### config.mk
export PLATFORM = sky130hd
export DESIGN_NAME = gyro_zero_offset_calibrator
export DESIGN_NICKNAME = d
export VERILOG_FILES = /design/src/hdl/gzoc_pkg.sv /design/src/hdl/gzoc_div.sv /design/src/hdl/gzoc_dp.sv /design/src/hdl/gzoc_ctrl.sv /design/src/hdl/gyro_zero_offset_calibrator.sv
export SDC_FILE = /design/constraint.sdc
export NUM_CORES = 1
export LEC_CHECK = 0
export ABC_AREA = 1
export BUFFER_PORTS_ARGS = -buffer_cell sky130_fd_sc_hd__buf_2
export CAP_MARGIN = 0
export CORE_MARGIN = 2
export CORE_UTILIZATION = 55
export CTS_CLUSTER_DIAMETER = 200
export CTS_CLUSTER_SIZE = 28
export DETAILED_ROUTE_END_ITERATION = 12
export PLACE_DENSITY = 0.81
export SLEW_MARGIN = 20
export SYNTH_ARGS = -nofsm -noshare
export SYNTH_HDL_FRONTEND = slang
export SYNTH_SLANG_ARGS = --single-unit
### constraint.sdc
create_clock -name clk -period 6.1 [get_ports clk]
set_clock_uncertainty 0.2 [all_clocks]
set_input_delay 0.61 -clock clk [delete_from_list [all_inputs] [get_ports clk]]
set_output_delay 0.61 -clock clk [all_outputs]
set_load 0.01 [all_outputs]
### src/hdl/gzoc_pkg.sv
`timescale 1ns / 1ps
// ----------------------------------------------------------------------------
// Gyro zero offset calibrator package
// Shared widths, phase codes and the command and status bundles that join the
// controller and the datapath.
// ----------------------------------------------------------------------------
package gzoc_pkg;

    // Defaults for the top-level parameters
    localparam int SAMPLE_BITS_DEF   = 16;
    localparam int FRACTION_BITS_DEF = 8;

    // Field widths
    localparam int RATE_W  = 16;   // raw gyro sample field
    localparam int COUNT_W = 16;   // sample_count and samples_left
    localparam int SUM_W   = 33;   // saturating axis sum
    localparam int OFS_W   = 24;   // zero offset output
    localparam int PHASE_W = 2;
    localparam int AXES    = 3;
    localparam int AXIS_W  = 2;

    // Stream payload widths, padded to whole bytes
    localparam int S_TDATA_W = 56;
    localparam int M_TDATA_W = 80;

    // Configuration port
    localparam int PADDR_W   = 3;
    localparam int PDATA_W   = 32;
    localparam int REG_IDX_W = PADDR_W - 2;
    localparam logic [REG_IDX_W-1:0] REG_SAMPLE_COUNT = '0;
    localparam logic [COUNT_W-1:0]   SAMPLE_COUNT_RST = 16'd1024;

    // Calibration phases
    localparam logic [PHASE_W-1:0] PH_READY   = 2'd0;
    localparam logic [PHASE_W-1:0] PH_WAIT    = 2'd1;
    localparam logic [PHASE_W-1:0] PH_COLLECT = 2'd2;

    // Axis selects
    localparam logic [AXIS_W-1:0] AXIS_X    = 2'd0;
    localparam logic [AXIS_W-1:0] AXIS_LAST = 2'd2;

    // Controller to datapath commands
    typedef struct packed {
        logic              load;       // capture the input request
        logic              clear;      // clear sums and offsets, load count
        logic              accum;      // add sample to sums, step count
        logic              div_start;  // start the mean division for axis
        logic [AXIS_W-1:0] axis;
    } cmd_t;

    // Datapath and output side status to the controller
    typedef struct packed {
        logic start;        // captured start_request
        logic still;        // captured device_still
        logic left_is_one;  // samples_left is one before the step
        logic div_zero;     // divisor of the running mean is zero
        logic div_done;     // quotient ready
        logic out_free;     // output register can take a result
    } sts_t;

    // Result control to the output register
    typedef struct packed {
        logic               load;
        logic               updated;
        logic               run_done;
        logic [PHASE_W-1:0] phase;
    } emit_t;

endpackage

### src/hdl/gzoc_div.sv
`timescale 1ns / 1ps
// ----------------------------------------------------------------------------
// Serial unsigned divider
// Restoring division, one quotient bit per cycle; the numerator register
// shifts out dividend bits and shifts in quotient bits.
// ----------------------------------------------------------------------------
module gzoc_div #(
    parameter int NUM_W = 41,
    parameter int DEN_W = 16
) (
    input  logic             clk,
    input  logic             rst_n,
    input  logic             start,
    input  logic [NUM_W-1:0] num,
    input  logic [DEN_W-1:0] den,
    output logic [NUM_W-1:0] quo,
    output logic             done
);

    localparam int CNT_W = $clog2(NUM_W + 1);

    logic [NUM_W-1:0] nq_reg;
    logic [DEN_W:0]   rem_reg;
    logic [DEN_W-1:0] den_reg;
    logic [CNT_W-1:0] cnt_reg;
    logic             busy_reg;
    logic             done_reg;

    logic [DEN_W:0]   trial;
    logic             fits;

    // Trial subtract of the shifted remainder
    always_comb
    begin
        trial = {rem_reg[DEN_W-1:0], nq_reg[NUM_W-1]};
        fits  = (trial >= {1'b0, den_reg});
    end

    // Control: count steps, pulse done after the last one
    always_ff @(posedge clk or negedge rst_n)
    begin
        if (!rst_n)
        begin
            busy_reg <= 1'b0;
            done_reg <= 1'b0;
            cnt_reg  <= '0;
        end
        else
        begin
            done_reg <= 1'b0;
            if (start)
            begin
                busy_reg <= 1'b1;
                cnt_reg  <= CNT_W'(NUM_W);
            end
            else if (busy_reg)
            begin
                cnt_reg <= cnt_reg - 1'b1;
                if (cnt_reg == CNT_W'(1))
                begin
                    busy_reg <= 1'b0;
                    done_reg <= 1'b1;
                end
            end
        end
    end

    // Datapath: shift remainder and quotient
    always_ff @(posedge clk)
    begin
        if (start)
        begin
            nq_reg  <= num;
            rem_reg <= '0;
            den_reg <= den;
        end
        else if (busy_reg)
        begin
            rem_reg <= fits ? (trial - {1'b0, den_reg}) : trial;
            nq_reg  <= {nq_reg[NUM_W-2:0], fits};
        end
    end

    assign quo  = nq_reg;
    assign done = done_reg;

endmodule

### src/hdl/gzoc_dp.sv
`timescale 1ns / 1ps
// ----------------------------------------------------------------------------
// Gyro zero offset calibrator datapath
// Captured request, saturating axis sums, remaining-sample count, held offsets
// and the shared serial divider that forms the rounded running means.
// ----------------------------------------------------------------------------
module gzoc_dp #(
    parameter int SAMPLE_BITS   = gzoc_pkg::SAMPLE_BITS_DEF,
    parameter int FRACTION_BITS = gzoc_pkg::FRACTION_BITS_DEF
) (
    input  logic                                          clk,
    input  logic                                          rst_n,
    input  gzoc_pkg::cmd_t                                cmd,
    input  logic [gzoc_pkg::S_TDATA_W-1:0]                in_data,
    input  logic [gzoc_pkg::COUNT_W-1:0]                  sample_count,
    output logic                                          start,
    output logic                                          still,
    output logic                                          left_is_one,
    output logic                                          div_zero,
    output logic                                          div_done,
    output logic [gzoc_pkg::AXES-1:0][gzoc_pkg::OFS_W-1:0] offsets
);

    import gzoc_pkg::*;

    localparam int NUM_W = SUM_W + FRACTION_BITS;

    localparam logic signed [SUM_W-1:0] SUM_MAX = {1'b0, {(SUM_W-1){1'b1}}};
    localparam logic signed [SUM_W-1:0] SUM_MIN = {1'b1, {(SUM_W-1){1'b0}}};
    localparam logic [OFS_W-1:0]        OFS_MAX = {1'b0, {(OFS_W-1){1'b1}}};
    localparam logic [OFS_W-1:0]        OFS_MIN = {1'b1, {(OFS_W-1){1'b0}}};
    localparam logic [NUM_W-1:0]        Q_POS_LIM = NUM_W'(OFS_MAX);
    localparam logic [NUM_W-1:0]        Q_NEG_LIM = NUM_W'(OFS_MIN);

    logic                     start_reg;
    logic                     still_reg;
    logic [RATE_W-1:0]        rate_reg [AXES];
    logic signed [SUM_W-1:0]  sum_reg  [AXES];
    logic [COUNT_W-1:0]       left_reg;
    logic [OFS_W-1:0]         ofs_reg  [AXES];

    logic signed [SUM_W-1:0]  sample   [AXES];
    logic signed [SUM_W-1:0]  sum_next [AXES];
    logic signed [SUM_W:0]    sum_wide [AXES];
    logic [COUNT_W-1:0]       den;
    logic signed [SUM_W-1:0]  sum_sel;
    logic [SUM_W-1:0]         mag;
    logic [NUM_W-1:0]         num;
    logic [NUM_W-1:0]         quo;
    logic                     quo_done;
    logic [OFS_W-1:0]         ofs_sat;

    // Sign-extend the low SAMPLE_BITS of each raw field; above RATE_W, zero-extend the field
    generate
        if (SAMPLE_BITS <= RATE_W)
        begin : g_sext
            always_comb
            begin
                for (int i = 0; i < AXES; i++)
                begin
                    sample[i] = SUM_W'($signed(rate_reg[i][SAMPLE_BITS-1:0]));
                end
            end
        end
        else
        begin : g_zext
            always_comb
            begin
                for (int i = 0; i < AXES; i++)
                begin
                    sample[i] = $signed(SUM_W'(rate_reg[i]));
                end
            end
        end
    endgenerate

    // Saturating sum update
    always_comb
    begin
        for (int i = 0; i < AXES; i++)
        begin
            sum_wide[i] = {sum_reg[i][SUM_W-1], sum_reg[i]}
                        + {sample[i][SUM_W-1], sample[i]};
            if (sum_wide[i][SUM_W] != sum_wide[i][SUM_W-1])
            begin
                sum_next[i] = sum_wide[i][SUM_W] ? SUM_MIN : SUM_MAX;
            end
            else
            begin
                sum_next[i] = sum_wide[i][SUM_W-1:0];
            end
        end
    end

    // Divisor is the number of samples taken so far
    assign den = sample_count - left_reg;

    // Numerator: magnitude with fraction bits, plus half the divisor to round
    always_comb
    begin
        sum_sel = sum_reg[cmd.axis];
        mag     = sum_sel[SUM_W-1] ? (SUM_W'(0) - sum_sel) : sum_sel;
        num     = (NUM_W'(mag) << FRACTION_BITS) + NUM_W'(den >> 1);
    end

    gzoc_div #(
        .NUM_W (NUM_W),
        .DEN_W (COUNT_W)
    ) i_div (
        .clk   (clk),
        .rst_n (rst_n),
        .start (cmd.div_start),
        .num   (num),
        .den   (den),
        .quo   (quo),
        .done  (quo_done)
    );

    // Saturate the quotient and restore the sign
    always_comb
    begin
        if (sum_sel[SUM_W-1])
        begin
            ofs_sat = (quo > Q_NEG_LIM) ? OFS_MIN : (OFS_W'(0) - quo[OFS_W-1:0]);
        end
        else
        begin
            ofs_sat = (quo > Q_POS_LIM) ? OFS_MAX : quo[OFS_W-1:0];
        end
    end

    // Capture the request
    always_ff @(posedge clk)
    begin
        if (cmd.load)
        begin
            start_reg   <= in_data[0];
            still_reg   <= in_data[1];
            rate_reg[0] <= in_data[2 +: RATE_W];
            rate_reg[1] <= in_data[2 + RATE_W +: RATE_W];
            rate_reg[2] <= in_data[2 + 2*RATE_W +: RATE_W];
        end
    end

    // Calibration state
    always_ff @(posedge clk or negedge rst_n)
    begin
        if (!rst_n)
        begin
            left_reg <= '0;
            for (int i = 0; i < AXES; i++)
            begin
                sum_reg[i] <= '0;
                ofs_reg[i] <= '0;
            end
        end
        else
        begin
            if (cmd.clear)
            begin
                left_reg <= sample_count;
                for (int i = 0; i < AXES; i++)
                begin
                    sum_reg[i] <= '0;
                    ofs_reg[i] <= '0;
                end
            end
            else if (cmd.accum)
            begin
                left_reg <= left_reg - 1'b1;
                for (int i = 0; i < AXES; i++)
                begin
                    sum_reg[i] <= sum_next[i];
                end
            end
            else if (quo_done)
            begin
                ofs_reg[cmd.axis] <= ofs_sat;
            end
        end
    end

    assign start       = start_reg;
    assign still       = still_reg;
    assign left_is_one = (left_reg == COUNT_W'(1));
    assign div_zero    = (den == '0);
    assign div_done    = quo_done;

    always_comb
    begin
        for (int i = 0; i < AXES; i++)
        begin
            offsets[i] = ofs_reg[i];
        end
    end

endmodule

### src/hdl/gzoc_ctrl.sv
`timescale 1ns / 1ps
// ----------------------------------------------------------------------------
// Gyro zero offset calibrator controller
// Calibration phase register and the sequencer that steps one request through
// capture, sum update, the three mean divisions when collecting, and result hand-off.
// ----------------------------------------------------------------------------
module gzoc_ctrl (
    input  logic            clk,
    input  logic            rst_n,
    input  logic            in_valid,
    output logic            in_ready,
    input  gzoc_pkg::sts_t  sts,
    output gzoc_pkg::cmd_t  cmd,
    output gzoc_pkg::emit_t emit
);

    import gzoc_pkg::*;

    localparam logic [2:0] ST_IDLE      = 3'd0;
    localparam logic [2:0] ST_STEP      = 3'd1;
    localparam logic [2:0] ST_DIV_START = 3'd2;
    localparam logic [2:0] ST_DIV_RUN   = 3'd3;
    localparam logic [2:0] ST_EMIT      = 3'd4;

    logic [2:0]         state_reg,   state_next;
    logic [PHASE_W-1:0] phase_reg,   phase_next;
    logic               updated_reg, updated_next;
    logic               done_reg,    done_next;
    logic [AXIS_W-1:0]  axis_reg,    axis_next;

    // Next state and commands
    always_comb
    begin
        state_next    = state_reg;
        phase_next    = phase_reg;
        updated_next  = updated_reg;
        done_next     = done_reg;
        axis_next     = axis_reg;
        cmd           = '0;
        cmd.axis      = axis_reg;
        emit          = '0;
        emit.updated  = updated_reg;
        emit.run_done = done_reg;
        emit.phase    = phase_reg;

        case (state_reg)
            ST_IDLE:
            begin
                cmd.load = in_valid;
                if (in_valid)
                begin
                    state_next = ST_STEP;
                end
            end

            ST_STEP:
            begin
                updated_next = 1'b1;
                done_next    = 1'b0;
                axis_next    = AXIS_X;
                state_next   = ST_EMIT;
                case (phase_reg)
                    PH_WAIT:
                    begin
                        cmd.clear  = 1'b1;
                        phase_next = PH_COLLECT;
                    end
                    PH_COLLECT:
                    begin
                        if (sts.still)
                        begin
                            cmd.accum  = 1'b1;
                            done_next  = sts.left_is_one;
                            phase_next = sts.left_is_one ? PH_READY : PH_COLLECT;
                            state_next = ST_DIV_START;
                        end
                        else
                        begin
                            phase_next = PH_WAIT;
                        end
                    end
                    default:
                    begin
                        phase_next   = sts.start ? PH_WAIT : PH_READY;
                        updated_next = sts.start;
                    end
                endcase
            end

            ST_DIV_START:
            begin
                if (sts.div_zero)
                begin
                    state_next = ST_EMIT;
                end
                else
                begin
                    cmd.div_start = 1'b1;
                    state_next    = ST_DIV_RUN;
                end
            end

            ST_DIV_RUN:
            begin
                if (sts.div_done)
                begin
                    if (axis_reg == AXIS_LAST)
                    begin
                        state_next = ST_EMIT;
                    end
                    else
                    begin
                        axis_next  = axis_reg + 1'b1;
                        state_next = ST_DIV_START;
                    end
                end
            end

            ST_EMIT:
            begin
                emit.load = sts.out_free;
                if (sts.out_free)
                begin
                    state_next = ST_IDLE;
                end
            end

            default:
            begin
                state_next = ST_IDLE;
            end
        endcase
    end

    // State registers
    always_ff @(posedge clk or negedge rst_n)
    begin
        if (!rst_n)
        begin
            state_reg   <= ST_IDLE;
            phase_reg   <= PH_READY;
            updated_reg <= 1'b0;
            done_reg    <= 1'b0;
            axis_reg    <= AXIS_X;
        end
        else
        begin
            state_reg   <= state_next;
            phase_reg   <= phase_next;
            updated_reg <= updated_next;
            done_reg    <= done_next;
            axis_reg    <= axis_next;
        end
    end

    assign in_ready = (state_reg == ST_IDLE);

    // A request is taken only once per pass through the sequencer
    a_one_request: assert property (@(posedge clk) disable iff (!rst_n)
        in_valid && in_ready |=> !in_ready)
        else $error("request accepted while a previous one is in work");

    // Never overwrite a result that is still waiting
    a_emit_free: assert property (@(posedge clk) disable iff (!rst_n)
        emit.load |-> sts.out_free)
        else $error("result loaded into a full output register");

    // No division by a zero divisor
    a_div_nonzero: assert property (@(posedge clk) disable iff (!rst_n)
        cmd.div_start |-> !sts.div_zero)
        else $error("division started with zero divisor");

    // Quotients arrive only while the sequencer waits for them
    a_div_expected: assert property (@(posedge clk) disable iff (!rst_n)
        sts.div_done |-> (state_reg == ST_DIV_RUN))
        else $error("unexpected quotient");

endmodule

### src/hdl/gyro_zero_offset_calibrator.sv
`timescale 1ns / 1ps
// ----------------------------------------------------------------------------
// Gyro zero offset calibrator
// Averages still three-axis gyro samples into per-axis zero offsets.
//
//   Channel   Direction  Handshake               Contents
//   s_axis    in         tvalid / tready         one gyro sample request
//   m_axis    out        tvalid / tready         one result per request
//   apb       in         psel/penable/pready     sample_count at offset 0x0
//
// A collecting request with the device still runs the three mean divisions in
// turn: one serial divider is shared by the three axes and yields one quotient
// bit per cycle. A still request whose divisor is zero skips the divisions;
// every other request goes from capture straight to the result.
// Reset is asynchronous and active low; it returns the phase to ready, clears
// the held offsets and loads sample_count with 1024.
// A result waits in the output register while the next request is accepted;
// the sequencer stalls only when a new result finds that register still full.
// ----------------------------------------------------------------------------
module gyro_zero_offset_calibrator #(
    parameter int SAMPLE_BITS   = gzoc_pkg::SAMPLE_BITS_DEF,
    parameter int FRACTION_BITS = gzoc_pkg::FRACTION_BITS_DEF
) (
    input  logic                           clk,
    input  logic                           rst_n,
    // [0] start_request, [1] device_still, [17:2] x_rate, [33:18] y_rate,
    // [49:34] z_rate, [55:50] zero
    input  logic                           s_axis_tvalid,
    output logic                           s_axis_tready,
    input  logic [gzoc_pkg::S_TDATA_W-1:0] s_axis_tdata,
    // [0] updated, [2:1] phase_now, [3] run_done, [27:4] x_bias,
    // [51:28] y_bias, [75:52] z_bias, [79:76] zero
    output logic                           m_axis_tvalid,
    input  logic                           m_axis_tready,
    output logic [gzoc_pkg::M_TDATA_W-1:0] m_axis_tdata,
    input  logic                           psel,
    input  logic                           penable,
    input  logic                           pwrite,
    input  logic [gzoc_pkg::PADDR_W-1:0]   paddr,
    input  logic [gzoc_pkg::PDATA_W-1:0]   pwdata,
    output logic [gzoc_pkg::PDATA_W-1:0]   prdata,
    output logic                           pready
);

    import gzoc_pkg::*;

    localparam int RES_W = 4 + AXES * OFS_W;

    logic [COUNT_W-1:0]            count_reg;
    logic                          out_valid_reg;
    logic [M_TDATA_W-1:0]          out_data_reg;
    logic [REG_IDX_W-1:0]          reg_idx;

    cmd_t                          cmd;
    sts_t                          sts;
    emit_t                         emit;
    logic [AXES-1:0][OFS_W-1:0]    offsets;
    logic                          dp_start;
    logic                          dp_still;
    logic                          dp_left_is_one;
    logic                          dp_div_zero;
    logic                          dp_div_done;

    // Configuration register
    assign reg_idx = paddr[PADDR_W-1:2];
    assign pready  = 1'b1;
    assign prdata  = (reg_idx == REG_SAMPLE_COUNT) ? PDATA_W'(count_reg) : '0;

    always_ff @(posedge clk or negedge rst_n)
    begin
        if (!rst_n)
        begin
            count_reg <= SAMPLE_COUNT_RST;
        end
        else if (psel && penable && pwrite && pready && (reg_idx == REG_SAMPLE_COUNT))
        begin
            count_reg <= pwdata[COUNT_W-1:0];
        end
    end

    gzoc_ctrl i_ctrl (
        .clk      (clk),
        .rst_n    (rst_n),
        .in_valid (s_axis_tvalid),
        .in_ready (s_axis_tready),
        .sts      (sts),
        .cmd      (cmd),
        .emit     (emit)
    );

    gzoc_dp #(
        .SAMPLE_BITS   (SAMPLE_BITS),
        .FRACTION_BITS (FRACTION_BITS)
    ) i_dp (
        .clk          (clk),
        .rst_n        (rst_n),
        .cmd          (cmd),
        .in_data      (s_axis_tdata),
        .sample_count (count_reg),
        .start        (dp_start),
        .still        (dp_still),
        .left_is_one  (dp_left_is_one),
        .div_zero     (dp_div_zero),
        .div_done     (dp_div_done),
        .offsets      (offsets)
    );

    // Gather status for the controller
    assign sts = '{start:       dp_start,
                   still:       dp_still,
                   left_is_one: dp_left_is_one,
                   div_zero:    dp_div_zero,
                   div_done:    dp_div_done,
                   out_free:    (!out_valid_reg || m_axis_tready)};

    // Output register: hold a result until taken
    always_ff @(posedge clk or negedge rst_n)
    begin
        if (!rst_n)
        begin
            out_valid_reg <= 1'b0;
        end
        else if (emit.load)
        begin
            out_valid_reg <= 1'b1;
        end
        else if (m_axis_tready)
        begin
            out_valid_reg <= 1'b0;
        end
    end

    always_ff @(posedge clk)
    begin
        if (emit.load)
        begin
            out_data_reg <= M_TDATA_W'({offsets[2], offsets[1], offsets[0],
                                        emit.run_done, emit.phase, emit.updated});
        end
    end

    assign m_axis_tvalid = out_valid_reg;
    assign m_axis_tdata  = {out_data_reg[M_TDATA_W-1:RES_W] & '0,
                            out_data_reg[RES_W-1:0]};

endmodule

Word-level counts from Yosys, hierarchy flattened
Memories as Yosys holds them, arrays and structs flattened. Index checks and enable logic that the tools add are counted.

Bitwise logic cells: 2. Eq/ne operators: 17. Mux-type cells: 65. $lt $le $gt $ge: 5. Reduce and logical (&&, ||, !) cells: 17. Add/subtract/negate cells: 11.

Operator list (number): two-way mux 33 bit (9); two-way mux 72 bit (3); two-way mux 99 bit (2); adder 33 x 16 -> 34 bit (3); two-way mux 24 bit (4); two-way mux 41 bit (2); bitwise mux 72 bit (1); binary-select mux 33 bit (select 2 bit) (1); two-way mux 16 bit (4); demux 24 bit (select 2 bit) (1); adder 41 x 15 -> 41 bit (1); > comparator 41 x 23 -> 1 bit (second input constant) (1); > comparator 41 x 24 -> 1 bit (second input constant) (1); subtractor 1 x 33 -> 33 bit (first input constant) (1); subtractor 16 bit (2); subtractor 1 x 24 -> 24 bit (first input constant) (1); two-way mux 1 bit (21); two-way mux 3 bit (7); >= comparator 17 x 16 -> 1 bit (1); == test 16 x 1 -> 1 bit (second input constant) (1); logical NOT 16 bit (1); subtractor 16 x 1 -> 16 bit (second input constant) (1); case mux 3 bit (5 select lines) (1); two-way mux 6 bit (2); other kinds (25) (45).

Output and inout port bits: 115. Input port bits: 98. Bits in writable memories: 48. Word-level logic and storage cells: 141. Memories: 1. Register bits after elaboration: 372.

Memories: i_dp.rate_reg (words 3, width 16, read ports 3, clocked after Yosys merged registers in 0, wr ports 3, RTL line gzoc_dp.sv:37) `logic [RATE_W-1:0] rate_reg [AXES];`.

Depth between registers and ports, before layout
Gate-level depths: netlist of run 1.

Word-level depth: 9. Gate-level depth with buffers: 29. Depth with buffers taken out: 29.

Modules after synthesis
From an unflattened synthesis of run 1, not the netlist that was laid out.

Cells, all modules: 3727. Area total of the unflattened synthesis: 27931.8 sq um.

By module, submodules not included: gzoc_dp (area an instance 19565.0 sq um, seq. area each 6180.9 sq um, cells an instance 2883, instances 1); gzoc_div (area an instance 4500.6 sq um, seq. area each 2232.1 sq um, cells an instance 552, instances 1); gyro_zero_offset_calibrator (area an instance 3291.9 sq um, seq. area each 2708.8 sq um, cells an instance 210, instances 1); gzoc_ctrl (area an instance 574.3 sq um, seq. area each 225.2 sq um, cells an instance 82, instances 1).

Worst setup path before layout of run 1
Ideal clock, no wire load.

Path kind: reg-to-reg. From: reg i_ctrl.state_reg[1]. To: reg out_data_reg[0], enable pin. Library setup time: 511 ps. Stages on the path, launching flop included: 4. Data required time: 5389 ps. Period minus slack after synthesis: 4631 ps. Data arrival time: 3921 ps. Slack: 1469 ps. Buffers on the path: 0. Cell sequence: dfrtp_1 > nor3_1 > inv_1 > nor2_1.

RTL lines: start, declared (RTL line gzoc_ctrl.sv:25) `logic [2:0] state_reg, state_next;`; start signal, assigned (RTL line gzoc_ctrl.sv:148) `state_reg <= state_next;`; end signal, assigned (RTL line gyro_zero_offset_calibrator.sv:137) `out_data_reg <= M_TDATA_W'({offsets[2], offsets[1], offsets[0],`; end, declared (RTL line gyro_zero_offset_calibrator.sv:51) `logic [M_TDATA_W-1:0] out_data_reg;`.

Worst setup path in the final report of run 1
From: reg i_dp.sum_reg[0] in the netlist's numbering. To: reg i_dp.sum_reg[3] in the netlist's numbering.

Cells in the longest elaborated chain, start to end: 5. Elaborated cells on any way between the ends: 6. Those cells by class: 1 x add/sub; 1 x eq/ne; 4 x mux.

Ends and longest elaborated chain: start, declared (RTL line gzoc_dp.sv:38) `logic signed [SUM_W-1:0] sum_reg [AXES];`; start signal, assigned by index (RTL line gzoc_dp.sv:173) `sum_reg[i] <= sum_next[i];`; adder 33 x 16 -> 34 bit (*) (RTL line gzoc_dp.sv:83) `+ {sample[i][SUM_W-1], sample[i]};`; two-way mux 33 bit / != test 1 bit (equally long branches) (RTL line gzoc_dp.sv:86, gzoc_dp.sv:84); two-way mux 33 bit (*) (RTL line gzoc_dp.sv:84) `if (sum_wide[i][SUM_W] != sum_wide[i][SUM_W-1])`; two-way mux 99 bit (*) (RTL line gzoc_dp.sv:168) `else if (cmd.accum)`; two-way mux 99 bit (*) (RTL line gzoc_dp.sv:159) `if (cmd.clear)`.

Mark *: on every way between the ends. The rest lies on a longest branch, timed or not. The select of a mux whose other input is x is not followed. A chain may end at the register's enable or synchronous reset.

==> key figures, run 1 <==
Outcome
  • Status: finished clean

Pwr
  • Leak: around 14 nW
  • Power density over the cells: ~530 nW/um^2
  • Peak supply drop: around 0.00035 V
  • Total power: 15.45 mW

Critical path
  • CP Max Fanout: 21
  • R2R Path End: i_dp.sum_reg[3]
  • Worst Setup Start Kind: flop
  • Critical path endpoint category: flop
  • R2R depth: 23
  • R2r setup slk: between 1 and 1.5 ns
  • Worst path required time: roughly 6.4 ns
  • R2r startpoint: i_dp.sum_reg[0]
  • Setup CP Type: flop to flop
  • Critical Path AT: approximately 5.4 ns

Logic synthesis
  • Most common cell in the netlist: nand2_1
  • Post-synthesis sequential area ratio: a little over two fifths
  • Async SR Flop Fraction: a little over half
  • Ranking of synthesized cells by area: dfrtp_1 20%, edfxtp_1 20%, nand2_1 12%, ha_1 7.1%, o21ai_0 6.1%
  • Post-Syn Instances: approximately 3500
  • Synthesized area: approximately 27000 sq um
  • Synth warn: 0
  • Synth unique cells: 59
  • Synth top area share: between 20% and 30%
  • Prevailing post-synth register cell: dfrtp_1
  • Number of enable flip-flop cells after synthesis: 183
  • Synth top cells by count: 854 x nand2_1, 406 x inv_1, 332 x o21ai_0
  • #FFs+latches synth: 420
  • Cell taking the most area after synthesis: dfrtp_1
  • Avg Inst Size Synth: between 7 and 8 sq um

STA
  • RSZ-0062 raised after global routing: no
  • Hold Vio Cnt, Final: 0
  • Setup violators final: 0
  • Slew headroom: between 30% and 40%
  • Fin crit period: ~5.1 ns
  • Max-slew violations: 0
  • Setup TNS: 0 ns
  • Slew @ Worst Pin: between 1 and 1.5 ns
  • Fmax: approximately 200 MHz
  • Crit share post-route: between 80% and 90%

Global routing
  • Largest net degree at the start of global routing: between 100 and 150
  • GR Util met2: roughly 46%
  • GR peak layer: met2
  • Met1 usage: a little under two fifths
  • Grt ovf: 0
  • Vias in the first global route: 22740
  • GRT Util Overall: about 28%
  • Met3 GRT Util: 3.084%
  • First-pass GRT wire length: approximately 120 mm
  • Initial antenna violation count: 0

Drt
  • Drt total wl: slightly above 70 mm
  • Drc violations: 0
  • Via Count: roughly 24000
  • DR WL/cell: about 16 um
  • Antenna viol nets, final: 0
  • First DRT Iteration DRCs: about 2100
  • DR vias/cell: roughly 5.6
  • DRT Pass-1 Iters: 6

Clock tree
  • Clk slew on worst S/H paths: between 0.1 and 0.15 ns
  • Post-CTS sizing: 0
  • Setup Fix Bufs, Post-CTS: 0
  • CTS tree: built
  • Clock sinks: 420
  • Clk root buf: clkbuf_16
  • Later-pin clock latency in the skew report: ~0.58 ns
  • CTS H-tree depth: 1
  • CTS Buf Count: 18
  • CTS Buffer Depth: 3

Worst hold path
  • Worst min path class: input pin to flop
  • Hold path start: s_axis_tdata[3]
  • Hold EP: i_dp.rate_reg[0][1]
  • Hold path cells: 1

Floorplanning
  • Die area: 51000 sq um
  • Die height: approximately 230 um
  • Die Width: ~230 um
  • Row cnt: slightly above 80
  • # IOs: around 210
  • Core area: about 49000 sq um
  • Starting Density: 55.52%

Layout
  • Area Growth Syn to Fin: 7.808%
  • Nets@finish: 3882
  • Max reg flops: 99
  • Ant diodes: 0
  • Final Non-Filler Cells: roughly 4300
  • Post-route cell area: 29180 sq um
  • Fraction of final layout cells sized beyond drive strength 1: between 7 and 8%

Job
  • Max-cap violations: 0

Place
  • Placed insts: ~4200
  • Area after DPL: 28420 sq um
  • I/O Buffers: roughly 170
  • HPWL Detailed: ~52 mm
  • Gp weighted congestion: 0.9808
-- timing repair --
item	CTS	global route
setup endpoints to repair	0	0
endpoints found under the hold margin	66	19
hold buffers	5	19
-- routing by layer --
| layer | part of all wire, % | vias to the layer above | routed length (um) |
|---|---|---|---|
| met4 | 4.1 | 0 | 2874 |
| met2 | 46 | 833 | 32540 |
| li1 | - | 11900 | - |
| met3 | 5.9 | 140 | 4170 |
| met5 | 0 | - | 0 |
| met1 | 44 | 11220 | 30850 |
-- worst max-delay path: stages (launching register included) --
cell	delay, ns
dfrtp_1	0.36
ha_1	0.17
inv_1	0.06
fa_1	0.38
inv_1	0.06
nand2_1	0.06
o21ai_0	0.36
inv_1	0.07
o21ai_0	0.27
a21oi_1	0.15
inv_1	0.07
a21boi_0	0.21
or2_2	0.38
nand2_1	0.07
nand3_1	0.09
nand3_1	0.08
nand2_1	0.05
nand2_1	0.08
inv_1	0.05
ha_1	0.84
inv_1	0.52
o21ai_0	0.20
o211ai_1	0.10
o21ai_0	0.11
-- cells in the final DEF (no fill, tap or decap), drive strengths merged, types with 153 or more instances in the layout --
cell	synthesis	layout
edfxtp	183	183
o21ai	343	343
nand3	240	240
a21oi	230	230
ha	153	153
nand2	867	867
nor2	301	301
inv	419	418
buf	59	191
dfrtp	220	220
-- cell type report --
| type | instances | area (sq um) |
|---|---|---|
| Clock inverter | 1 | 16.27 |
| Sequential cell | 420 | 11350 |
| Multi-Input combinational cell | 2550 | 13630 |
| Fill cell | 4430 | 19570 |
| Tap cell | 664 | 830.8 |
| Clock buffer | 31 | 499.2 |
| Inverter | 420 | 1577 |
| Timing Repair Buffer | 215 | 1279 |
-- per-stage QoR --
stage / setup WS, ns / util [%] / hold slack (ns)
after floorplan: 1.469 / - / 0.1144
after CTS: 1.062 / 59.46 / 0.0006246
after detailed placement: 1.059 / 58.30 / 0.2317
after global placement: 1.081 / 58.30 / 0.2281
after global routing: 0.5694 / 59.85 / 0.0002819
final: 1.033 / 59.85 / 0.01149
-- worst max path at each step --
stage | end | cells past startpoint | startpoint
2_1_floorplan | out_data_reg[0] | 3 | i_ctrl.state_reg[1]
4_1_cts | i_dp.sum_reg[3] | 23 | i_dp.sum_reg[0]
5_1_grt | i_dp.sum_reg[3] | 23 | i_dp.sum_reg[0]
3_5_place_dp | i_dp.sum_reg[24] | 23 | i_dp.sum_reg[0]
6_report | i_dp.sum_reg[3] | 23 | i_dp.sum_reg[0]
3_3_place_gp | i_dp.sum_reg[27] | 25 | i_dp.sum_reg[0]
-- where the power goes --
part | switching (mW) | total, mW | internal (mW) | leakage, nW
clock network | 0.903 | 1.48 | 0.573 | 0.244
logic | 6.19 | 9.23 | 3.05 | 8.91
registers | 0.725 | 4.74 | 4.02 | 4.83
-- kinds of logic (layout without fill, tap and decap cells) --
logic type / after synthesis / count (layout) / share of synthesized area (%)
other: 2 / 21 / 0.02775
XOR/XNOR: 112 / 112 / 3.624
adder cells (fa/ha/maj): 159 / 159 / 7.517
AO/OA/AOI/OAI: 722 / 722 / 14.85
AND/OR/NAND/NOR: 1536 / 1536 / 23.93
buffers and inverters: 541 / 667 / 8.118
flip-flops: 420 / 420 / 41.93
No activity file was read; power rests on OpenSTA's default activity.
==> run 2, diff against run 1 <==
==> constraint.sdc (replaced) <==
create_clock -name clk -period 5.12 [get_ports clk]
set_clock_uncertainty 0.2 [all_clocks]
set_input_delay 0.512 -clock clk [delete_from_list [all_inputs] [get_ports clk]]
set_output_delay 0.512 -clock clk [all_outputs]
set_load 0.01 [all_outputs]
==> run 2 against run 1 <==
- flip-flop and latch count did not move
- final area grew 1.7%
- largest cell class unchanged
- register-to-register slack got worse by 0.70 ns
- critical endpoint is now i_dp.i_div.quo[38]
- clock power up 18%
- die area unchanged
- combinational power grew 20%
- worst setup slack worse by 0.70 ns
- via count is 0.13% higher
==> key figures, run 2 (synthesis gave the netlist of run 1 again) <==
Worst hold path
  • Worst min path class: input pin to flop
  • Hold path start: pwdata[0]

STA
  • Crit share post-route: 93.43% (+10 points)
  • Setup TNS: 0 ns (unchanged)
  • Slew headroom: 33.08% (+3.0 points)
  • Fin crit period: 4.783 ns (-0.2831 ns)
  • Max-slew violations: 0 (unchanged)
  • Fin Hold WS: 0.01338 ns (+0.001887 ns)
  • Hold Vio Cnt, Final: 0 (unchanged)
  • Fmax: 209.1 MHz (+5.9%)
  • Slew @ Worst Pin: 1.004 ns (-0.04374 ns)
  • RSZ-0062 raised after global routing: no
  • Setup violators final: 0 (unchanged)

Floorplanning
  • # IOs: 213 (unchanged)
  • Starting Density: 55.52% (unchanged)
  • Die area: 51000 sq um (unchanged)
  • Die Width: 225.8 um (unchanged)
  • Die height: 225.8 um (unchanged)
  • Row cnt: 81 (unchanged)
  • Core area: 48750 sq um (unchanged)

Pwr
  • Clk pwr share: 9.4% (-0.2 points)
  • Power density over the cells: 622.9 nW/um^2 (+18%)
  • P_int: 9.202 mW (+20%)
  • Seq pwr share: 30.6% (about the same)
  • Leak: 14.21 nW (+1.6%)
  • Total power: 18.49 mW (+20%)
  • Switching power: 9.286 mW (+19%)
  • Part of the power in combinational logic: 59.9% (+0.2 points)
  • Sw Share: 50.23% (-0.34 points)
  • Peak supply drop: 0.0004915 V (+40%)

Critical path
  • Critical path endpoint category: flop
  • Setup CP Type: flop to flop
  • R2r startpoint: i_ctrl.axis_reg[0]
  • CP Max Fanout: 18 (-14%)
  • Worst Setup Start Kind: flop
  • Critical Path AT: 4.92 ns (-0.43 ns)
  • Worst path required time: 5.26 ns (-1.12 ns)
  • Crit path launch: i_ctrl.axis_reg[0]

Clock tree
  • CTS Buf Count: 18 (unchanged)
  • CTS tree: built
  • CTS Buffer Depth: 3 (unchanged)
  • Clk slew on worst S/H paths: 0.11 ns (about the same)
  • Later-pin clock latency in the skew report: 0.59 ns (about the same)
  • Clk root buf: clkbuf_16
  • Clock sinks: 420 (unchanged)
  • Setup Fix Bufs, Post-CTS: 0 (unchanged)
  • CTS H-tree depth: 1 (unchanged)

Place
  • HPWL Detailed: 52.45 mm (about the same)
  • Gp weighted congestion: 0.9975 (+1.7%)
  • Placed insts: 4255 (+0.24%)
  • I/O Buffers: 167 (unchanged)

Drt
  • DRT Pass-1 Iters: 5 (-1)
  • DR vias/cell: 5.543 (-1.0%)
  • DR WL/cell: 16.26 um (-0.73%)
  • Drc violations: 0 (unchanged)
  • Via Count: 24120 (+0.13%)
  • Drt total wl: 70.75 mm (+0.44%)
  • Antenna viol nets, final: 0 (unchanged)
  • First DRT Iteration DRCs: 2208 (+3.8%)

Job
  • Max-cap violations: 0 (unchanged)

Global routing
  • Largest net degree at the start of global routing: 112 (-0.88%)
  • Vias in the first global route: 22480 (-1.2%)
  • First-pass GRT wire length: 114.8 mm (-0.63%)
  • GRT Util Overall: 27.83% (-0.066 points)
  • Initial antenna violation count: 0 (unchanged)
  • Grt ovf: 0 (unchanged)

Layout
  • Final Non-Filler Cells: 4352 (+1.2%)
  • Fillers: 4311 (-2.7%)
  • Nets@finish: 3933 (+1.3%)
  • Most common cell after layout, fill and taps aside: nand2_1
  • Fraction of final layout cells sized beyond drive strength 1: 8.134% (+0.19 points)
  • Most frequent cells in the layout: 854 x nand2_1, 405 x inv_1, 332 x o21ai_0, 272 x nor2_1, 238 x nand3_1
  • Area Growth Syn to Fin: 9.662%
  • Ant diodes: 0 (unchanged)
  • Max reg flops: 99 (unchanged)

Outcome
  • Status: finished clean
## run 2: cell types whose count changed in the layout (fill, tap and decap cells not counted), sizes merged
cell / delta
buf: +10
dlygate4sd3: +41
## run 2: per-stage QoR
step / area [sq um] / setup WS [ns] / utilization [%]
2_1_floorplan: 27140 / 0.4889 / -
3_3_place_gp: 28510 / 0.5227 / 58.48
3_5_place_dp: 28510 / 0.3989 / 58.48
4_1_cts: 29680 / 0.3648 / 60.88
5_1_grt: 29680 / 0.04994 / 60.88
6_report: 29680 / 0.3365 / 60.88
## run 2: worst max-delay path, stage by stage, from the launching register on
cell      delay, ns
dfrtp_1        0.44
inv_2          0.35
nand2_4        0.22
o21ai_1        0.41
inv_2          0.07
ha_1           0.28
inv_1          0.03
o21ai_0        0.37
inv_1          0.12
fa_1           0.44
nand3b_1       0.18
nand2_1        0.11
a21oi_1        0.07
o21bai_1       0.20
and2_1         0.18
o21ai_2        0.09
nor2_4         0.15
nand3_1        0.15
nor2_4         0.21
nand4_1        0.11
nand3_1        0.09
nand2_1        0.07
## run 2: power by group through the flow
stage	registers (mW)	logic (mW)	clock network, mW
after floorplan	5.47	8.01	0
after global placement	5.68	10.7	0
after detailed placement	5.71	10.8	0
after CTS	5.64	10.9	1.77
after global routing	5.77	12.5	1.89
final	5.66	11.1	1.74
## run 2: worst paths after layout
| kind | to | slack, ns | cells past startpoint |
|---|---|---|---|
| worst max register to register | i_dp.i_div.quo[38] | 0.34 | 21 |
| worst min register to register | out_data_reg[13] | 0.25 | 0 |
| worst max-delay path | i_dp.i_div.quo[38] | 0.34 | 21 |
| max in group asynchronous | i_dp.sum_reg[10] | 3.18 | 3 |
| worst min-delay path | count_reg[0] | 0.01 | 3 |
| min in group asynchronous | count_reg[6] | 0.34 | 2 |
## run 2: area by class of cell
type / count / area (sq um) / area share, %
well taps: 664 / 830.8 / 2.799
clock buffers: 31 / 499.2 / 1.682
multi-input cells: 2550 / 13630 / 45.93
flip-flops and latches: 420 / 11350 / 38.23
clock inverters: 1 / 16.27 / 0.05480
inverters: 420 / 1577 / 5.312
repair buffers: 266 / 1777 / 5.986
## run 2: per-layer routing
metal  part of all wire [%]  vias up  GRT usage, %  wire [um]
met3                    6.0      127         2.940       4221
li1                       -    11980             -          -
met2                     47      778         46.22      33040
met5                      0        -             0          0
met4                    3.4        0         9.165       2397
met1                     44    11240         38.19      31090
## run 2: repair_timing
item | 4_1_cts | 5_1_grt
setup endpoints to repair | 0 | 2
gates resized for setup | 0 | 1
hold endpoints to repair | 174 | 0
hold buffers | 65 | 0
==> run 3, diff against run 2 <==
--- a/config.mk
+++ b/config.mk
@@ -5,7 +5,6 @@
 export SDC_FILE = /design/constraint.sdc
 export NUM_CORES = 1
 export LEC_CHECK = 0
-export ABC_AREA = 1
 export BUFFER_PORTS_ARGS = -buffer_cell sky130_fd_sc_hd__buf_2
 export CAP_MARGIN = 0
 export CORE_MARGIN = 2
==> run 3 against run 2 <==
- global-route usage fell by 1.2 points
- critical path depth is 1 higher
- sequential share of layout area is 1.7 points higher
- clock power about the same
- critical endpoint is now i_dp.i_div.quo[36]
- routed wire length down 9.3%
- cell count shrank 21%
- register-to-register slack got worse by 0.07 ns
- synthesized area decreased by 6.1%
- hold slack is essentially flat
- largest power group unchanged
==> key figures, run 3 <==
Outcome
  • Status: finished clean

Drt
  • DR vias/cell: 5.985 (+8.0%)
  • DRT Pass-1 Iters: 6 (+1)
  • First DRT Iteration DRCs: 1534 (-31%)
  • Via Count: 20610 (-15%)
  • Drt total wl: 64.17 mm (-9.3%)
  • Antenna viol nets, final: 0 (unchanged)
  • DR WL/cell: 18.63 um (+15%)
  • Drc violations: 0 (unchanged)

STA
  • Hold Vio Cnt, Final: 0 (unchanged)
  • Setup violators final: 0 (unchanged)
  • Fmax: 206.2 MHz (-1.4%)
  • Fin crit period: 4.851 ns (+0.06718 ns)
  • Slew @ Worst Pin: 1.024 ns (+0.02023 ns)
  • Setup TNS: 0 ns (unchanged)
  • RSZ-0062 raised after global routing: no
  • Crit share post-route: 94.74% (+1.3 points)
  • Max-slew violations: 0 (unchanged)
  • Slew headroom: 31.16% (-1.9 points)

Critical path
  • R2r setup slk: 0.27 ns (-0.07 ns)
  • Worst Setup Start Kind: flop
  • Worst-path cell chain: ha_1, o21ai_1, a21oi_1, o41a_1, a21o_1, a21boi_2, xnor2_2, ha_2, inv_1, fa_1, nor2b_1, o21ai_1, a21boi_1, o21ai_1, a21boi_1, o211ai_1, nor3_2, nand4_1, buf_4, nor4_4, xor2_1, o21ai_0
  • CP bufs+invs: 2 (-2)
  • CP Max Fanout: 5 (-13)
  • R2R Path End: i_dp.i_div.quo[36]
  • Critical path endpoint category: flop
  • Setup CP Type: flop to flop
  • Top cell by count, worst path: o21ai_1
  • Cell family with most CP delay: compound AO/OA/AOI/OAI gates
  • R2r startpoint: count_reg[2]
  • Slowest-stage cell, CP: dfrtp_1
  • Critical Path AT: 4.97 ns (+0.05 ns)
  • Worst path required time: 5.24 ns (-0.02 ns)
  • R2R depth: 22 (+4.8%)
  • Slowest stage delay, CP: 0.42 ns (-0.02 ns)

Clock tree
  • CTS Buffer Depth: 3 (unchanged)
  • CTS tree: built
  • Later-pin clock latency in the skew report: 0.56 ns (-0.03 ns)
  • CTS H-tree depth: 1 (unchanged)
  • Clk slew on worst S/H paths: 0.11 ns (about the same)
  • CTS Buf Count: 18 (unchanged)
  • Clock sinks: 420 (unchanged)
  • Clk root buf: clkbuf_16

Pwr
  • Power density over the cells: 532.0 nW/um^2 (-15%)
  • Sw Share: 44.36% (-5.9 points)
  • P_int: 8.416 mW (-8.5%)
  • Clk pwr share: 11.4% (+2.0 points)
  • Switching power: 6.710 mW (-28%)
  • Leak: 12.48 nW (-12%)
  • Part of the power in combinational logic: 54.1% (-5.8 points)
  • Total power: 15.13 mW (-18%)
  • Peak supply drop: 0.0004884 V (-0.64%)
  • Seq pwr share: 34.5% (+3.9 points)

Logic synthesis
  • Synth warn: 0 (unchanged)
  • Prevailing post-synth register cell: dfrtp_1
  • Synthesized area: 25410 sq um (-6.1%)
  • Number of enable flip-flop cells after synthesis: 183 (unchanged)
  • Ranking of synthesized cells by area: dfrtp_1 22%, edfxtp_1 22%, ha_1 7.5%, o21ai_0 4.8%, xnor2_1 4.1%
  • Synth unique cells: 84 (+42%)
  • Synth top area share: 21.66% (+1.3 points)
  • Avg Inst Size Synth: 9.733 sq um (+26%)
  • Cell taking the most area after synthesis: dfrtp_1
  • Async SR Flop Fraction: 52.62% (unchanged)
  • Post-Syn Instances: 2611 (-25%)
  • Post-synthesis sequential area ratio: 44.65% (+2.7 points)
  • Synth top cells by count: 276 x nand2_1, 245 x o21ai_0, 220 x dfrtp_1
  • Most common cell in the netlist: nand2_1
  • #FFs+latches synth: 420 (unchanged)

Layout
  • Area Growth Syn to Fin: 11.89%
  • Fraction of final layout cells sized beyond drive strength 1: 12.27% (+4.1 points)
  • Post-Route Utilization: 62.52% (+1.6 points)
  • Post-route cell area: 28430 sq um (-4.2%)
  • Most common cell after layout, fill and taps aside: nand2_1
  • Max reg flops: 99 (unchanged)
  • Ant diodes: 0 (unchanged)
  • Nets@finish: 3089 (-21%)
  • Most frequent cells in the layout: 275 x nand2_1, 240 x o21ai_0, 219 x dfrtp_1, 187 x nor2_1, 183 x edfxtp_1
  • Fillers: 3733 (-13%)

Floorplanning
  • Die Width: 219.0 um (-3.0%)
  • # IOs: 213 (unchanged)
  • Die area: 47940 sq um (-6.0%)
  • Core area: 45480 sq um (-6.7%)
  • Die height: 219.0 um (-3.0%)
  • Row cnt: 78 (-3.7%)
  • Starting Density: 55.88% (+0.36 points)

Worst hold path
  • Hold path cells: 2 (-1)
  • Hold path start: m_axis_tready
  • Hold EP: m_axis_tvalid
  • Worst min path class: input pin to flop

Global routing
  • First-pass GRT wire length: 103.7 mm (-9.7%)
  • Vias in the first global route: 20090 (-11%)
  • Initial antenna violation count: 0 (unchanged)
  • Grt ovf: 0 (unchanged)
  • GRT Util Overall: 26.67% (-1.2 points)
  • Largest net degree at the start of global routing: 132 (+18%)

Job
  • Max-cap violations: 0 (unchanged)

Place
  • Area after DPL: 27100 sq um (-4.9%)
  • Gp weighted congestion: 0.9448 (-5.3%)
  • I/O Buffers: 167 (unchanged)
  • HPWL Detailed: 46.51 mm (-11%)
==> run 3: changes by cell type after synthesis, sizes merged, moves of 23 or more <==
cell    previous run  this run
nand2            867       278
inv              419        95
nand3            240        45
nor2             301       190
o21ai            343       264
a21oi            230       154
a22o               6        80
xnor2             50       120
a21o              18        68
mux2i              0        39
nand2b             0        35
nor2b              0        33
or3                0        23
==> run 3: per-layer routing <==
| metal | wire length (um) | up-vias | track usage [%] |
|---|---|---|---|
| li1 | - | 9925 | - |
| met1 | 26920 | 9954 | 34.44 |
| met2 | 32000 | 628 | 47.14 |
| met3 | 3022 | 105 | 2.384 |
| met4 | 2229 | 0 | 9.054 |
| met5 | 0 | - | 0 |
==> run 3: area by class of cell <==
class,instances,area (sq um),share of cell area [%]
inverters,95,356.6,1.254
clock buffers,31,499.2,1.756
repair buffers,312,2135,7.507
well taps,600,750.7,2.640
flip-flops and latches,420,11350,39.91
clock inverters,1,16.27,0.05720
multi-input cells,1985,13330,46.88
==> run 3: worst max path at each step <==
stage                         end  depth (start not counted)  slack [ns]               start
6_report       i_dp.i_div.quo[36]                         22        0.27        count_reg[2]
5_1_grt        i_dp.i_div.quo[39]                         20       0.003    i_dp.left_reg[4]
4_1_cts        i_dp.i_div.quo[22]                         21        0.01        count_reg[2]
3_5_place_dp   i_dp.i_div.quo[39]                         19       -0.14        count_reg[5]
3_3_place_gp   i_dp.i_div.quo[39]                         19        0.02        count_reg[5]
2_1_floorplan  i_dp.i_div.quo[36]                         24       0.002  i_ctrl.axis_reg[0]
==> run 3: power by group through the flow <==
stage	combinational [mW]	sequential [mW]	clock, mW
after floorplan	5.74	5.11	0
after global placement	7.61	5.23	0
after detailed placement	7.87	5.28	0
after CTS	7.98	5.21	1.75
after global routing	9.05	5.31	1.88
final	8.19	5.22	1.72
==> run 3: repair_timing <==
item	in CTS	in global routing
setup endpoints to repair	8	83
buffers inserted	1	3
resized for setup	4	26
hold buffers	67	0
pin swaps	1	10
endpoints found under the hold margin	155	0
==> run 3: logic make-up (layout without fill, tap and decap cells) <==
group | count (synthesis) | count (layout) | synth area share [%]
AOI/OAI and AO/OA | 793 | 793 | 20.25
xor gates and xnor gates | 182 | 182 | 6.272
adders and majority gates | 159 | 159 | 8.006
buffers and inverters | 225 | 439 | 3.830
DFF | 420 | 420 | 44.65
muxes | 57 | 57 | 2.334
other | 2 | 21 | 0.02955
and+or+nand+nor | 773 | 773 | 14.63
==> run 3: stage by stage <==
| stage | cells | worst slack, ns | hold WS, ns |
|---|---|---|---|
| 5_1_grt | 3444 | 0.002732 | 0.02857 |
| 3_5_place_dp | 3341 | -0.1445 | 0.2319 |
| 4_1_cts | 3441 | 0.009810 | 0.005075 |
| 2_1_floorplan | 2630 | 0.001669 | 0.01641 |
| 3_3_place_gp | 3341 | 0.01866 | 0.2324 |
| 6_report | 3444 | 0.2693 | 0.01292 |
